## config.mk

```make
export PLATFORM = sky130hd
export DESIGN_NAME = wonm_noise_cmp
export DESIGN_NICKNAME = d
export VERILOG_FILES = /design/src/hdl/wire_occupancy_noise_monitor_defines.svh /design/src/hdl/wonm_pkg.sv /design/src/hdl/wonm_noise_cmp.sv
export SDC_FILE = /design/constraint.sdc
export NUM_CORES = 2
export LEC_CHECK = 0
export ABC_AREA = 1
export BUFFER_PORTS_ARGS = -buffer_cell sky130_fd_sc_hd__buf_2
export CAP_MARGIN = 20
export CELL_PAD_IN_SITES_DETAIL_PLACEMENT = 0
export CELL_PAD_IN_SITES_GLOBAL_PLACEMENT = 2
export CORE_ASPECT_RATIO = 1.4
export CORE_MARGIN = 3
export CORE_UTILIZATION = 35
export DETAILED_ROUTE_END_ITERATION = 6
export PLACE_DENSITY = 0.85
export SETUP_SLACK_MARGIN = 0.02
export SYNTH_ARGS = -nofsm -noshare
export SYNTH_HDL_FRONTEND = slang
export SYNTH_SLANG_ARGS = --single-unit
```

## constraint.sdc

```tcl
create_clock -name clk -period 6.84 [get_ports clk]
set_input_delay 1.368 -clock clk [delete_from_list [all_inputs] [get_ports clk]]
set_output_delay 1.368 -clock clk [all_outputs]
set_load 0.05 [all_outputs]
```

## src/hdl/wire_occupancy_noise_monitor_defines.svh

```systemverilog
// Assertion macros for the wire occupancy noise monitor.
// Used by the top level only; expects clk and rst in scope.
`ifndef WIRE_OCCUPANCY_NOISE_MONITOR_DEFINES_SVH
`define WIRE_OCCUPANCY_NOISE_MONITOR_DEFINES_SVH

// same-cycle implication
`define WONM_ASSERT_NOW(lbl, ante, cons, msg) \
  lbl: assert property (@(posedge clk) disable iff (rst) (ante) |-> (cons)) \
    else $error(msg);

// next-cycle implication
`define WONM_ASSERT_NEXT(lbl, ante, cons, msg) \
  lbl: assert property (@(posedge clk) disable iff (rst) (ante) |=> (cons)) \
    else $error(msg);

`endif

```

## src/hdl/wonm_pkg.sv

```systemverilog
// Shared types and constants of the wire occupancy noise monitor.
// No dependencies.
package wonm_pkg;

  localparam int CNT_W      = 32;
  localparam int WIRE_W     = 12;
  localparam int WIRE_EXT_W = 17;
  localparam int PADDR_W    = 3;
  localparam int PROD_W     = 64;

  localparam logic [CNT_W-1:0] CNT_MAX      = '1;
  localparam logic [CNT_W-1:0] THRESH_RESET = 32'd9830;
  localparam logic [1:0]       PLANE_RESET  = 2'd2;

  typedef enum logic [1:0] {
    ACT_HIT   = 2'd0,
    ACT_EVENT = 2'd1,
    ACT_QUERY = 2'd2,
    ACT_SPARE = 2'd3
  } action_t;

  typedef enum logic {
    REG_THRESH = 1'b0,
    REG_PLANE  = 1'b1
  } reg_idx_t;

  typedef enum logic {
    ST_CLEAR = 1'b0,
    ST_RUN   = 1'b1
  } ctl_state_t;

  typedef struct packed {
    logic             vld;
    logic             wire_ok;
    logic             dead;
    logic [CNT_W-1:0] cnt;
  } stage_t;

endpackage

```

## src/hdl/wonm_noise_cmp.sv

```systemverilog
// Noise test: threshold times event count, then compare with count in Q16.
// Depends on wonm_pkg.
module wonm_noise_cmp (
  input  logic                       clk,
  input  logic                       rst,
  input  wonm_pkg::stage_t           s2,
  input  logic [wonm_pkg::CNT_W-1:0] threshold,
  input  logic [wonm_pkg::CNT_W-1:0] event_count,
  output logic                       done,
  output logic [wonm_pkg::CNT_W-1:0] hit_count,
  output logic                       noisy,
  output logic                       dead,
  output logic [wonm_pkg::CNT_W-1:0] events_seen
);
  import wonm_pkg::*;

  logic              m_vld;
  logic              m_wire_ok;
  logic              m_dead;
  logic [CNT_W-1:0]  m_cnt;
  logic [CNT_W-1:0]  m_events;
  logic [PROD_W-1:0] m_prod;
  logic [PROD_W-1:0] lhs;

  assign lhs = {16'd0, m_cnt, 16'd0};

  always_ff @(posedge clk) begin
    if (rst) begin
      m_vld <= 1'b0;
    end else begin
      m_vld <= s2.vld;
    end
  end

  always_ff @(posedge clk) begin
    m_wire_ok <= s2.wire_ok;
    m_dead    <= s2.dead;
    m_cnt     <= s2.cnt;
    m_events  <= event_count;
    m_prod    <= PROD_W'(threshold) * PROD_W'(event_count);
  end

  always_ff @(posedge clk) begin
    if (rst) begin
      done <= 1'b0;
    end else begin
      done <= m_vld;
    end
  end

  always_ff @(posedge clk) begin
    hit_count   <= m_cnt;
    noisy       <= m_wire_ok && (lhs > m_prod);
    dead        <= m_dead;
    events_seen <= m_events;
  end

endmodule

```

==> results.yml <==
critical_path:
  cp-start-kind: "input port"
  largest_stage_delay_on_the_critical_path_ns: 0.57
  cpMostUsedCell: "fa_1"
  timing.critical_path.slowest_stage_cell: "fa_1"
  crit_end_category: "flip-flop"
  crit_path_max_fanout: 5
  crit_required_ns: 7.27
  cp.arrival_ns: 7.45
  worstSetupPathType: "in2reg"
final_layout:
  num_antenna_cells: 0
  fin_nets: 7137
  final_core_util_pct: 44.9
  stdcell_area_um2: 52300
  post_route_cells_drive_above_1_share_pct: 24.1
  layout-area-overhead-vs-synth_pct: 27.2
  number_of_fillers_in_the_final_layout: 11541
sta:
  worstMarginPinSlew_ns: 0.490
  final_min_period_over_clock_period_pct: 103
  clock-skew-final_ns: 0.0212
  rsz0062_at_grt: "yes"
  setup_slack_ns: -0.182
  maxSlewViolCount: 0
  fmax_mhz: 142
  hold-worst-slack_ns: 0.314
  min_period_ns: 7.02
  timing_hold_violations_final: 0
  setup_viol: 41
  relSlewSlack_pct: 67.0
placed_design:
  place.detailed.hpwl_mm: 106
  io_buf_count: 167
  place_area_um2: 47100
  gpl_congestion: 0.856
status:
  violated_checks: "setup timing"
  status: "finished with violations"
clocking:
  clkTransAtPathRegs_ns: 0.12
  htreeDepth: 4
  tritoncts: "yes"
  insertion_delay_ns: 0.56
  clock_tree.root_cell: "clkbuf_16"
  cts-root-to-sink-buffers: 2
  numCtsBuffers: 17
  tritoncts_num_sinks: 198
drt:
  antenna_violating_nets_left: 0
  drt-initial-drc-count: 1431
  viasPerCell: 4.48
  wl_mm: 130
  post_drt_wl_per_cell_um: 17.6
  drcViolationCount: 0
  detailroute.via_count: 32997
  drt-pass1-iter-count: 5
global_routing:
  grt_pass1_wl_mm: 202
  grt_pass1_vias: 36213
  grt_start_max_net_pins: 25
  antenna_found_initial: 1
  all_layer_gr_usage_pct: 21.9
  global_route_overflow: 0
die:
  dieHeight_um: 411
  floorplan.initialDensity_pct: 35.3
  die_width_um: 296
  placementRows: 148
  placeableCoreArea_um2: 116000
  num_io_pins: 168
  overall_die_area_um2: 122000
synthesis:
  synth_area_leaders: "fa_1, inv_1, nand2_1, dfxtp_1, ha_1"
  seq_area_frac_synth_pct: 9.65
  synthXorXnorAreaFrac_pct: 0.767
  synthTopCellsByCount: "inv_1, nand2_1, fa_1, ha_1, dfxtp_1"
  syn_inst: 5327
  synth_nets: 6619
  netlist-cell-type-count: 26
  ys_flop_type: "dfxtp_1"
  complex_gate_fraction_of_the_synthesized_area_pct: 1.04
  synth-simple-area-share_pct: 17.8
  synth_enable_flop_cells: 0
  syn-mean-instance-area_um2: 7.71
  synth_top_family_by_area: "adder cells"
  postSynth.asyncResetShare_pct: 0
  post_synth_fa_ha_maj_area_fraction_pct: 52.6
  netlist.area_leader.share_pct: 43.6
  synth_most_common_cell: "inv_1"
  ys_warn_count: 0
  syn_area_um2: 41100
  ys_ff_latch: 198
  synth_top_area_cell: "fa_1"
  synthMuxAreaShare_pct: 0
min_path:
  min-delay-path-class: "reg2reg"
job:
  drv.max_cap_violation_count: 0
[flip-flops by register name, summed over array words and instances (netlist names)]
| signal | cells |
|---|---|
| events_seen | 32 |
| done | 1 |
| noisy | 1 |
| m_wire_ok | 1 |
| m_events | 32 |
| hit_count | 32 |
| m_dead | 1 |
| m_prod | 64 |
| m_cnt | 32 |
| m_vld | 1 |
| dead | 1 |
[worst paths after layout]
kind                                           from                      to  slack (ns)  cells after the start
worst min-delay path            m_events[9]$_DFF_P_  events_seen[9]$_DFF_P_        0.31                      0
worst max register to register   m_prod[33]$_DFF_P_           noisy$_DFF_P_        5.03                      9
worst max-delay path                  threshold[16]      m_prod[59]$_DFF_P_       -0.18                     28
worst min register to register  m_events[9]$_DFF_P_  events_seen[9]$_DFF_P_        0.31                      0
[cell families after synthesis]
| group | count (synthesis) |
|---|---|
| AOI/OAI and AO/OA | 79 |
| DFF | 198 |
| adders and majority gates | 1191 |
| buffers and inverters | 1987 |
| and+or+nand+nor | 1836 |
| xor gates and xnor gates | 36 |
[repair_timing]
item | CTS | global route
setup endpoints to repair | 48 | 50
hold buffers | 0 | 0
pin swaps | 160 | 338
resized for setup | 428 | 522
setup buffers | 64 | 42
cloned | 11 | 6
[metrics by stage]
| step | worst slack (ns) | setup TNS (ns) | cells |
|---|---|---|---|
| after floorplan | -0.0712 | -0.488 | 5327 |
| after global placement | -1.11 | -46.39 | 7206 |
| after detailed placement | -1.08 | -45.75 | 7206 |
| after CTS | -0.172 | -2.49 | 7312 |
| after global routing | -0.316 | -10.16 | 7358 |
| final | -0.182 | -4.89 | 7358 |
[placed cells by master (no fill, tap or decap), drive strengths merged]
master  netlist  layout
nand4        20      20
clkbuf      192      24
xor2         32      32
o21ai         8       8
bufbuf        0       1
nand3        65      65
inv        1795    1804
buf           0     683
nor4          7       7
a21oi        59      59
nor2        119     119
nor3         18      18
xnor2         4       4
clkinv        0       6
fa          896     896
nand2      1607    1607
ha          295     295
o21bai       11      11
dfxtp       198     198
a21o          1       1
[area by class of cell]
type / instances / area, µm² / area share, %
clock inverters: 15 / 220 / 0.421
clock buffers: 17 / 425 / 0.814
multi-input cells: 3142 / 32300 / 61.8
inverters: 1795 / 6760 / 12.9
well taps: 1500 / 1880 / 3.59
repair buffers: 691 / 6730 / 12.9
flip-flops and latches: 198 / 3960 / 7.58
[metal layers]
metal,track usage [%],routed length [µm]
met5,0,0
met4,7.06,4540
met3,2.08,3850
met2,41.2,69100
met1,25.9,52000
[critical path: cells and delay by family]
kind | cells | cell delay [ns]
adder cells (fa/ha/maj) | 9 | 4.42
AND/OR/NAND/NOR | 9 | 0.74
buffers and inverters | 9 | 0.65
AO/OA/AOI/OAI | 1 | 0.22
Power is left out: the tool's default activity adds up to more than one toggle a clock period on the data nets, which glitch-free logic cannot reach.
