[config.mk]
export PLATFORM = sky130hd
export DESIGN_NAME = wonm_cfg_regs
export DESIGN_NICKNAME = d
export VERILOG_FILES = /design/src/hdl/wire_occupancy_noise_monitor_defines.svh /design/src/hdl/wonm_pkg.sv /design/src/hdl/wonm_cfg_regs.sv
export SDC_FILE = /design/constraint.sdc
export NUM_CORES = 1
export LEC_CHECK = 0
export BUFFER_PORTS_ARGS = -buffer_cell sky130_fd_sc_hd__buf_2
export CAP_MARGIN = 10
export CORE_UTILIZATION = 46
export DETAILED_ROUTE_END_ITERATION = 12
export GPL_TIMING_DRIVEN = 0
export PLACE_DENSITY = 0.85
export SETUP_SLACK_MARGIN = 0.4
export SYNTH_ARGS = -nofsm -noshare
export SYNTH_HDL_FRONTEND = slang
export SYNTH_SLANG_ARGS = --single-unit
[constraint.sdc]
create_clock -name clk -period 2.5 [get_ports clk]
set_clock_uncertainty 0.2 [all_clocks]
set_input_delay 0.375 -clock clk [delete_from_list [all_inputs] [get_ports clk]]
set_output_delay 0.375 -clock clk [all_outputs]
set_load 0.1 [all_outputs]
[src/hdl/wire_occupancy_noise_monitor_defines.svh]
// Assertion macros for the wire occupancy noise monitor.
// Used by the top level only; expects clk and rst in scope.
`ifndef WIRE_OCCUPANCY_NOISE_MONITOR_DEFINES_SVH
`define WIRE_OCCUPANCY_NOISE_MONITOR_DEFINES_SVH

// same-cycle implication
`define WONM_ASSERT_NOW(lbl, ante, cons, msg) \
  lbl: assert property (@(posedge clk) disable iff (rst) (ante) |-> (cons)) \
    else $error(msg);

// next-cycle implication
`define WONM_ASSERT_NEXT(lbl, ante, cons, msg) \
  lbl: assert property (@(posedge clk) disable iff (rst) (ante) |=> (cons)) \
    else $error(msg);

`endif

[src/hdl/wonm_pkg.sv]
// Shared types and constants of the wire occupancy noise monitor.
// No dependencies.
package wonm_pkg;

  localparam int CNT_W      = 32;
  localparam int WIRE_W     = 12;
  localparam int WIRE_EXT_W = 17;
  localparam int PADDR_W    = 3;
  localparam int PROD_W     = 64;

  localparam logic [CNT_W-1:0] CNT_MAX      = '1;
  localparam logic [CNT_W-1:0] THRESH_RESET = 32'd9830;
  localparam logic [1:0]       PLANE_RESET  = 2'd2;

  typedef enum logic [1:0] {
    ACT_HIT   = 2'd0,
    ACT_EVENT = 2'd1,
    ACT_QUERY = 2'd2,
    ACT_SPARE = 2'd3
  } action_t;

  typedef enum logic {
    REG_THRESH = 1'b0,
    REG_PLANE  = 1'b1
  } reg_idx_t;

  typedef enum logic {
    ST_CLEAR = 1'b0,
    ST_RUN   = 1'b1
  } ctl_state_t;

  typedef struct packed {
    logic             vld;
    logic             wire_ok;
    logic             dead;
    logic [CNT_W-1:0] cnt;
  } stage_t;

endpackage

[src/hdl/wonm_cfg_regs.sv]
// APB-style configuration registers: noise threshold and selected plane.
// Depends on wonm_pkg.
module wonm_cfg_regs (
  input  logic                        clk,
  input  logic                        rst,
  input  logic                        psel,
  input  logic                        penable,
  input  logic                        pwrite,
  input  logic [wonm_pkg::PADDR_W-1:0] paddr,
  input  logic [31:0]                 pwdata,
  output logic [31:0]                 prdata,
  output logic                        pready,
  output logic [wonm_pkg::CNT_W-1:0]   threshold,
  output logic [1:0]                  selected_plane
);
  import wonm_pkg::*;

  reg_idx_t reg_idx;
  logic     wr_en;

  assign pready  = 1'b1;
  assign reg_idx = reg_idx_t'(paddr[2]);
  assign wr_en   = psel && penable && pwrite && pready;

  always_ff @(posedge clk) begin
    if (rst) begin
      threshold      <= THRESH_RESET;
      selected_plane <= PLANE_RESET;
    end else if (wr_en) begin
      unique case (reg_idx)
        REG_THRESH: threshold      <= pwdata;
        REG_PLANE:  selected_plane <= pwdata[1:0];
        default: ;
      endcase
    end
  end

  always_comb begin
    unique case (reg_idx)
      REG_THRESH: prdata = threshold;
      REG_PLANE:  prdata = {30'd0, selected_plane};
      default:    prdata = '0;
    endcase
  end

endmodule

==> results.ini, run 1 <==
[run_status]
status=complete, no violations

[yosys]
syn-cell-area_sq_um=1744
synth_seq_cells=34
synth.distinct_cells=14
avgSynthCellArea_sq_um=9.479
netlist_instances=184
yosys_warnings=0
synth_seq_area_share=0.3902
synth_nets=224

[placement]
place_hpwl_microns=3157
port_buffers=102
placed_cells=334
routabilityCongestion=0.7528
dp_slack_ps=65.72

[cts]
root_buffer=clkbuf_8
clk_latency_ps=280
path_clk_slew_ps=80
post_cts_buffers=0
ctsHtreeMaxLevel=2
cts-buffers-inserted=5
clk_path_buf_depth=2
cts_tree=built
cts_sinks=34

[critical_path]
critPathKind=primary input to output pin
ff2ff_path_depth=2
cp.required_ps=1920
crit_path_end_kind=output pin
cp_max_fo=10
crit_arrival_ps=1490
startpoint_type=primary input

[sta]
setup_tns_ps=0
period_needed_ps=2066
drv_slew=0
worst_pin_slew_ps=560.2
hold_violations=0
grt_setup_unrepaired=false
finalWorstSetupSlack_ps=434.3
max_freq_ghz=0.4841
finalCritPeriodShare=0.8263
slew_headroom=0.6265
finalSetupViolCount=0

[floorplan]
row_count=22
die_h_microns=63.58
fp.coreArea_sq_um=3661
initial_core_util=0.4764
die_w_microns=63.58
num_io_pins=107
die-area_sq_um=4042

[finish]
layout-drive-gt1-share=0.6259
area.growth.synth_to_final_pct=58.75
regArea_sq_um=723.2
multi_input_area_sq_um=1171
layout.cells.non_filler=342
fill_cells=265
diodes=0
finish.net_count=333

[power]
peakVddDrop_v=0.0003446
finalPower_mw=1.409
leakagePower_nw=1.209
p_per_area_nw_per_um2=509.0

[job]
drv_cap=0

[global_routing]
grt_pass1_vias=1527
grt_first_pass_wirelength_microns=6499
grt_usage=0.2043
grt-ovfl-total=0
antenna_found_initial=0
grt_max_degree=12

[routing]
post_drt_via_cell_ratio=4.696
antenna_left=0
wl_per_cell_microns=12.02
num_vias=1606
routed_wl_microns=4111
dr.pass1.iters=4
drt_iter0_drc=37
drc=0

[min_path]
hold_class=primary input to register
hold_path_depth=3

metal layers:
| layer | up-vias | routed length, microns | GRT usage |
|---|---|---|---|
| met5 | - | 0 | 0 |
| met4 | 0 | 60 | 0.05114 |
| met3 | 10 | 262 | 0.06341 |
| met2 | 67 | 2095 | 0.3670 |
| met1 | 732 | 1693 | 0.2311 |
| li1 | 797 | - | - |
registers in the layout, indices dropped and copies added, names as in the netlist:
signal	flops
threshold	32
selected_plane	2
layout by cell type (no fill, tap or decap):
cell type,instances
nor2_1,15
buf_12,3
bufinv_16,1
and4b_1,1
buf_2,74
dfxtp_2,34
conb_1,1
nor2b_4,30
clkbuf_1,7
nand2b_1,51
clkbuf_8,5
buf_6,1
clkbuf_2,3
mux2i_1,34
nand4_1,1
mux2_2,2
buf_4,2
clkinvlp_4,1
clkbuf_4,28
area by class of cell:
| type | count | area share |
|---|---|---|
| flip-flops and latches | 34 | 0.2612 |
| well taps | 48 | 0.02169 |
| clock inverters | 2 | 0.01356 |
| clock buffers | 6 | 0.02621 |
| repair buffers | 102 | 0.2106 |
| plain buffers | 15 | 0.04383 |
| multi-input cells | 135 | 0.4230 |
synthesized netlist by cell type, drive strengths merged:
library cell | n | area (sq um)
mux2i | 34 | 340.3
nand2b | 51 | 319.1
and4b | 1 | 10.01
buf | 6 | 83.83
clkbuf | 9 | 33.78
nand4 | 1 | 6.260
nor2 | 15 | 56.30
dfxtp | 34 | 680.7
nor2b | 30 | 187.7
conb | 1 | 3.750
mux2 | 2 | 22.52
power by group:
group	total [mW]	internal [mW]	switching, mW	leakage, nW
Sequential	0.565	0.556	0.00923	0.284
Combinational	0.349	0.0959	0.253	0.873
Clock	0.496	0.297	0.198	0.0514
worst max-delay path, cell delays in order:
cell and delay [ps]:
buf_2 140, clkbuf_2 360, nor2b_4 180, buf_2 430
per-stage QoR:
stage               instance area [sq um]  hold WS [ps]    util
global route                         2769         135.3  0.7563
CTS                                  2699         136.1  0.7372
finish                               2769         138.2  0.7563
detailed placement                   2582         266.0  0.7054
floorplan                            2012         322.3       -
global placement                     2582         261.7  0.7054
worst paths after layout:
check	slack, ps	to	start
max	430	prdata[30]	paddr[2]
min	140	threshold[30]	pwdata[30]
max reg2reg	1670	threshold[6]	threshold[6]
min reg2reg	280	threshold[28]	threshold[28]
timing repair:
action,4_1_cts,5_1_grt
hold buffers,0,0
gates resized for setup,4,28
endpoints found under the hold margin,0,0
gates cloned,0,0
endpoints found under the setup margin,30,28
kinds of logic (layout without fill, tap and decap cells):
group	count (synthesis)	in the layout	synth area share
simple gates	98	98	0.3321
mux	36	36	0.2080
flops	34	34	0.3902
buf+inv	15	125	0.06743
other cells	1	1	0.002150
No activity file was read; power rests on OpenSTA's default activity.
==> run 2, diff against run 1 <==
--- a/config.mk
+++ b/config.mk
@@ -7,10 +7,10 @@
 export LEC_CHECK = 0
 export BUFFER_PORTS_ARGS = -buffer_cell sky130_fd_sc_hd__buf_2
 export CAP_MARGIN = 10
-export CORE_UTILIZATION = 46
+export CORE_UTILIZATION = 43
 export DETAILED_ROUTE_END_ITERATION = 12
 export GPL_TIMING_DRIVEN = 0
-export PLACE_DENSITY = 0.85
+export PLACE_DENSITY = 0.8
 export SETUP_SLACK_MARGIN = 0.4
 export SYNTH_ARGS = -nofsm -noshare
 export SYNTH_HDL_FRONTEND = slang
==> constraint.sdc (replaced) <==
create_clock -name clk -period 2.1 [get_ports clk]
set_clock_uncertainty 0.2 [all_clocks]
set_input_delay 0.315 -clock clk [delete_from_list [all_inputs] [get_ports clk]]
set_output_delay 0.315 -clock clk [all_outputs]
set_load 0.1 [all_outputs]
==> results.ini, run 2 (same netlist as run 1, synthesis figures left out) <==
[critical_path]
cp_max_fo=10  ; unchanged
slowest_delay_ps=280  ; -150 ps
crit_path_end_kind=output pin
critical_path_buf_inv_count=3  ; unchanged
startpoint_type=primary input
critPathKind=primary input to output pin
path_delay_family=buffers and inverters
crit_arrival_ps=1140  ; -350 ps
cp_cell_sequence=buf_2 > clkbuf_4 > nor2b_4 > buf_6
crit_slowest_cell=clkbuf_4
cp.required_ps=1580  ; -340 ps

[cts]
cts-buffers-inserted=5  ; unchanged
path_clk_slew_ps=60  ; -20 ps
cts_tree=built
cts_sinks=34  ; unchanged
post_cts_buffers=0  ; unchanged
clk_latency_ps=270  ; about the same
root_buffer=clkbuf_8
ctsHtreeMaxLevel=2  ; unchanged
clk_path_buf_depth=2  ; unchanged

[routing]
drt_iter0_drc=55  ; +49%
antenna_left=0  ; unchanged
post_drt_via_cell_ratio=4.678  ; -0.37%
num_vias=1600  ; -0.37%
drc=0  ; unchanged
wl_per_cell_microns=12.90  ; +7.3%
dr.pass1.iters=4  ; unchanged
routed_wl_microns=4413  ; +7.3%

[finish]
area.growth.synth_to_final_pct=69.73
final_cell_mix=71 x buf_2, 51 x nand2b_1, 34 x mux2i_1
layout_commonest_cell=buf_2
layout-drive-gt1-share=0.6259  ; unchanged
finish.net_count=333  ; unchanged
diodes=0  ; unchanged
regMostFlops=threshold
fin_util=0.7850  ; +0.02868
largest_reg_flops=32  ; unchanged
final_design_area_no_fill_sq_um=2960  ; +6.9%
largestRegisters=threshold x32, selected_plane x2

[placement]
port_buffers=102  ; unchanged
place_hpwl_microns=3274  ; +3.7%
routabilityCongestion=0.7299  ; -3.0%
placed_cell_area_sq_um=2676  ; +3.6%

[global_routing]
grt_usage=0.2238  ; +0.01947
antenna_found_initial=0  ; unchanged
grt_first_pass_wirelength_microns=7445  ; +15%
grt_pass1_vias=1647  ; +7.9%
grt-ovfl-total=0  ; unchanged
grt_max_degree=11  ; -1

[floorplan]
die_w_microns=65.69  ; +3.3%
die-area_sq_um=4315  ; +6.8%
num_io_pins=107  ; unchanged
initial_core_util=0.4625  ; -0.01391
die_h_microns=65.69  ; +3.3%
fp.coreArea_sq_um=3771  ; +3.0%
row_count=22  ; unchanged

[sta]
max_freq_ghz=0.6027
finalCritPeriodShare=0.7901
grt_setup_unrepaired=false
drv_slew=0  ; unchanged
period_needed_ps=1659
timing.hold.ws_ps=88.79  ; -49.46 ps
finalSetupViolCount=0  ; unchanged
setup_tns_ps=0  ; unchanged
hold_violations=0  ; unchanged

[power]
finalPower_mw=1.553  ; +10%
p_per_area_nw_per_um2=524.5  ; +3.0%
peakVddDrop_v=0.0004307  ; +25%
leakagePower_nw=1.264  ; +4.6%

[run_status]
status=complete, no violations

[job]
drv_cap=0  ; unchanged

[min_path]
hold_class=primary input to register

## run 2: changes by cell type in the layout (fill, tap and decap cells not counted), sizes merged
cell      before  now
buf           80  107
clkbuf        43   17
bufinv         1    0
clkinv         0    1
clkinvlp       1    0
## run 2: path summary, 6_finish.rpt
path | depth (start not counted) | end | slack [ps] | from
max reg2reg | 2 | threshold[10] | 1240 | threshold[10]
min reg2reg | 2 | threshold[0] | 270 | threshold[0]
max | 4 | prdata[25] | 440 | paddr[2]
min | 3 | threshold[28] | 90 | pwdata[28]
## run 2: area by class of cell
cell class	count	area (sq um)
clock inverters	1	5.005
multi-input cells	135	1179
well taps	48	60.06
fillers	274	810.8
flip-flops and latches	34	798.3
plain buffers	15	128.9
repair buffers	102	703.2
clock buffers	7	86.33
## run 2: where the power goes
part	internal, mW	total [mW]	switching (mW)
Clock	0.264	0.478	0.214
Combinational	0.127	0.433	0.306
Sequential	0.630	0.641	0.0110
## run 2: tightest hold or removal path, delay by kind of cell
kind,cells,cell delay (ps)
muxes,1,60
buffers and inverters,1,100
and+or+nand+nor,1,60
## run 2: metal layers
layer / up-vias / GRT usage / routed length [microns]
li1: 799 / - / -
met1: 736 / 0.2460 / 1831
met2: 61 / 0.4107 / 2241
met3: 4 / 0.06771 / 304
met4: 0 / 0.05707 / 36
met5: - / 0 / 0
## run 2: metrics by stage
step | setup WS, ps | cells
2_1_floorplan | 469.4 | 184
3_3_place_gp | 251.7 | 334
3_5_place_dp | 225.6 | 334
4_1_cts | 403.9 | 342
5_1_grt | 400.8 | 342
6_report | 440.9 | 342
## run 2: what timing repair did
item,in CTS,in global routing
hold buffers,0,0
setup endpoints to repair,30,3
gates resized for setup,60,3
cloned,0,0
==> run 3, diff against run 2 <==
--- a/config.mk
+++ b/config.mk
@@ -5,6 +5,7 @@
 export SDC_FILE = /design/constraint.sdc
 export NUM_CORES = 1
 export LEC_CHECK = 0
+export ABC_AREA = 1
 export BUFFER_PORTS_ARGS = -buffer_cell sky130_fd_sc_hd__buf_2
 export CAP_MARGIN = 10
 export CORE_UTILIZATION = 43
==> constraint.sdc (replaced) <==
create_clock -name clk -period 1.6 [get_ports clk]
set_clock_uncertainty 0.2 [all_clocks]
set_input_delay 0.24 -clock clk [delete_from_list [all_inputs] [get_ports clk]]
set_output_delay 0.24 -clock clk [all_outputs]
set_load 0.1 [all_outputs]
==> results.ini, run 3 <==
[yosys]
synth-edff-count=0  ; unchanged
synthArstFlopShare=0  ; unchanged
synth.distinct_cells=16  ; +2
syn-cell-area_sq_um=1723  ; -1.2%
netlist_instances=279  ; +52%
synth_top_area_frac=0.3951  ; +0.004818
synth_area_leaders=dfxtp_1 40%, nor2_1 18%, inv_1 12%
synth_top_family_by_area=simple AND/OR/NAND/NOR gates
synthFlopType=dfxtp_1
synth_fa_ha_area_frac=0  ; unchanged
synthMostInstantiatedCell=nor2_1
avgSynthCellArea_sq_um=6.175  ; -35%
synth_nets=319  ; +42%
synth-simple-area-share=0.4067  ; +0.07454
synth_seq_area_share=0.3951  ; +0.004818
synth_top_area_cell=dfxtp_1
synth-compound-area-share=0.002905  ; +0.002905
synth_commonest_cells=83 x nor2_1, 56 x inv_1, 48 x nand2_1
synthXorXnorAreaFrac=0  ; unchanged
yosys_warnings=0  ; unchanged
synth_seq_cells=34  ; unchanged
yosys-mux-area-fraction=0  ; -0.2080

[placement]
routabilityCongestion=0.7387  ; +1.2%
place_hpwl_microns=3584  ; +9.5%
port_buffers=102  ; unchanged

[floorplan]
die_w_microns=65.30  ; -0.59%
die_h_microns=65.30  ; -0.59%
num_io_pins=107  ; unchanged
row_count=22  ; unchanged
initial_core_util=0.4602  ; -0.002281

[cts]
ctsHtreeMaxLevel=2  ; unchanged
cts-buffers-inserted=5  ; unchanged
post_cts_buffers=7  ; +7
clk_path_buf_depth=2  ; unchanged
cts_hold_buf=7  ; +7
root_buffer=clkbuf_8
cts_sinks=34  ; unchanged
cts_resized=205  ; +240%

[run_status]
last-stage-reached=clock tree synthesis (4_1_cts)
status=aborted with a tool error
stop_error=[ERROR DPL-0033] detailed placement checks failed during check placement.

==> run 3: cell count changes after synthesis, sizes merged, moves of 34 or more <==
cell | previous run | this run
mux2i | 34 | 0
nand3 | 0 | 35
inv | 0 | 57
nand2b | 51 | 0
nand2 | 0 | 49
nor2 | 15 | 85
==> run 3: kinds of logic after synthesis <==
logic type             Yosys count
AOI/OAI and AO/OA                1
buffers and inverters           74
DFF                             34
other                            1
and+or+nand+nor                169
==> run 3: metrics by stage <==
stage | std cells | instance area, sq um | worst slack [ps] | hold WS [ps] | utilization
after floorplan | 279 | 2181 | 61.03 | 165.4 | -
after global placement | 429 | 2751 | 14.08 | 250.9 | 0.7350
after detailed placement | 429 | 2751 | 8.573 | 255.8 | 0.7350
==> run 4, diff against run 3 <==
--- a/config.mk
+++ b/config.mk
@@ -8,11 +8,10 @@
 export ABC_AREA = 1
 export BUFFER_PORTS_ARGS = -buffer_cell sky130_fd_sc_hd__buf_2
 export CAP_MARGIN = 10
-export CORE_UTILIZATION = 43
+export CORE_UTILIZATION = 40
 export DETAILED_ROUTE_END_ITERATION = 12
 export GPL_TIMING_DRIVEN = 0
-export PLACE_DENSITY = 0.8
-export SETUP_SLACK_MARGIN = 0.4
+export PLACE_DENSITY_LB_ADDON = 0.15
 export SYNTH_ARGS = -nofsm -noshare
 export SYNTH_HDL_FRONTEND = slang
 export SYNTH_SLANG_ARGS = --single-unit
==> results.ini, run 4 <==
[global_routing]
grt_first_pass_wirelength_microns=7389
grt-ovfl-total=0
grt_max_degree=11
grt_usage=0.2181
antenna_found_initial=0
grt_pass1_vias=1754

[routing]
wl_met2_microns=2278
dr.pass1.iters=4
drc=0
wl_met3_microns=365
post_drt_via_cell_ratio=4.415
routed_wl_microns=4741
antenna_left=0
routed.top_layer=met4
num_vias=1969
drt_iter0_drc=121
wl_per_cell_microns=10.63
wl_met1_microns=1991

[finish]
largest_reg_flops=32
regMostFlops=threshold
final_design_area_no_fill_sq_um=2904
largestRegisters=threshold x32, selected_plane x2
layout-drive-gt1-share=0.4848
diodes=0
layout_commonest_cell=buf_2
area.growth.synth_to_final_pct=68.56
final_cell_mix=72 x buf_2, 56 x inv_1, 53 x nor2_1
finish.net_count=435

[yosys]
synth_top_area_frac=0.3951  ; unchanged
synth_area_leaders=dfxtp_1 40%, nor2_1 18%, inv_1 12%
synth-edff-count=0  ; unchanged
netlist_instances=279  ; unchanged
yosys_warnings=0  ; unchanged
synth_top_area_cell=dfxtp_1
synth_seq_cells=34  ; unchanged
syn-cell-area_sq_um=1723  ; unchanged
avgSynthCellArea_sq_um=6.175  ; unchanged
synthMostInstantiatedCell=nor2_1
synth_commonest_cells=83 x nor2_1, 56 x inv_1, 48 x nand2_1
synth.distinct_cells=16  ; unchanged
synthFlopType=dfxtp_1
synth_nets=319  ; unchanged
synthArstFlopShare=0  ; unchanged
synth_seq_area_share=0.3951  ; unchanged

[placement]
port_buffers=102  ; unchanged
place_hpwl_microns=3470  ; -3.2%
dp_slack_ps=-122.6  ; -131.2 ps
routabilityCongestion=0.7235  ; -2.1%
placed_cell_area_sq_um=2665  ; -3.1%

[job]
drv_cap=0

[critical_path]
r2r_end=threshold[31]
cp_max_fo=10
r2r-start=threshold[31]
cp.required_ps=1160
critPathKind=primary input to output pin
crit_path_end_kind=output pin
crit_arrival_ps=1090
startpoint_type=primary input
ff2ff_path_depth=2
rrSetupSlack_ps=770

[min_path]
hold_class=primary input to register
min_from=pwdata[3]
hold_path_depth=5
min_to=threshold[3]

[power]
leakagePower_nw=1.469
peakVddDrop_v=0.0004747
finalPower_mw=2.232
p_per_area_nw_per_um2=768.6

[sta]
max_freq_ghz=0.6536
period_needed_ps=1530
grt_setup_unrepaired=false
finalWorstSetupSlack_ps=70.04
drv_slew=0
hold_violations=0
setup_tns_ps=0
finalSetupViolCount=0
finalCritPeriodShare=0.9562

[floorplan]
initial_core_util=0.4246  ; -0.03562
die_h_microns=67.63  ; +3.6%
num_io_pins=107  ; unchanged
fp.coreArea_sq_um=4058
row_count=23  ; +4.5%
die_w_microns=67.63  ; +3.6%
die-area_sq_um=4574

[cts]
clk_path_buf_depth=2  ; unchanged
clk_latency_ps=280
root_buffer=clkbuf_8
cts_tree=built
cts_sinks=34  ; unchanged
cts-buffers-inserted=5  ; unchanged
ctsHtreeMaxLevel=2  ; unchanged
post_cts_buffers=0  ; -7
path_clk_slew_ps=70

[run_status]
status=complete, no violations

[run 4: routing by layer]
metal  global-route usage  vias up
li1                     -     1037
met1               0.2352      851
met2               0.3886       72
met3              0.06588        9
met4              0.09309        0
met5                    0        -
[run 4: logic make-up (layout without fill, tap and decap cells)]
group,count (synthesis),count (layout),share of synthesized area
AOI/OAI and AO/OA,1,1,0.002902
buffers and inverters,74,191,0.1932
DFF,34,34,0.3951
other,1,1,0.002177
and+or+nand+nor,169,169,0.4067
[run 4: worst max-delay path by stage]
stage             start          to  cells past startpoint
2_1_floorplan  paddr[2]  prdata[10]                      3
3_3_place_gp   paddr[2]   prdata[0]                      6
3_5_place_dp   paddr[2]   prdata[0]                      6
4_1_cts        paddr[2]   prdata[0]                      6
5_1_grt        paddr[2]   prdata[0]                      6
6_report       paddr[2]  prdata[25]                      4
[run 4: metrics by stage]
| stage | hold slack [ps] | instances | util |
|---|---|---|---|
| 2_1_floorplan | 165.4 | 279 | - |
| 3_3_place_gp | 244.2 | 431 | 0.6568 |
| 3_5_place_dp | 244.3 | 431 | 0.6568 |
| 4_1_cts | 63.33 | 446 | 0.7138 |
| 5_1_grt | 81.75 | 446 | 0.7157 |
| 6_report | 64.22 | 446 | 0.7157 |
[run 4: final cells by class]
type | count | area (sq um)
clock inverters | 2 | 8.758
multi-input cells | 171 | 949.7
clock buffers | 6 | 72.57
well taps | 50 | 62.56
repair buffers | 109 | 668.1
inverters | 58 | 217.7
flip-flops and latches | 34 | 798.3
fillers | 360 | 1154
plain buffers | 16 | 126.4
[run 4: worst max-delay path: stages]
cell      delay, ps
buf_4           150
clkbuf_4        280
nor2_4          120
buf_4           290
[run 4: timing repair]
action	in CTS	in global routing
resized for setup	32	2
hold buffers	7	0
endpoints found under the hold margin	8	0
setup endpoints to repair	32	2
[run 4: power by group]
group | internal [mW] | switching [mW] | leakage (nW)
clock network | 0.299 | 0.293 | 0.0426
registers | 0.845 | 0.0213 | 0.295
logic | 0.176 | 0.598 | 1.13
total | 1.32 | 0.912 | 1.47
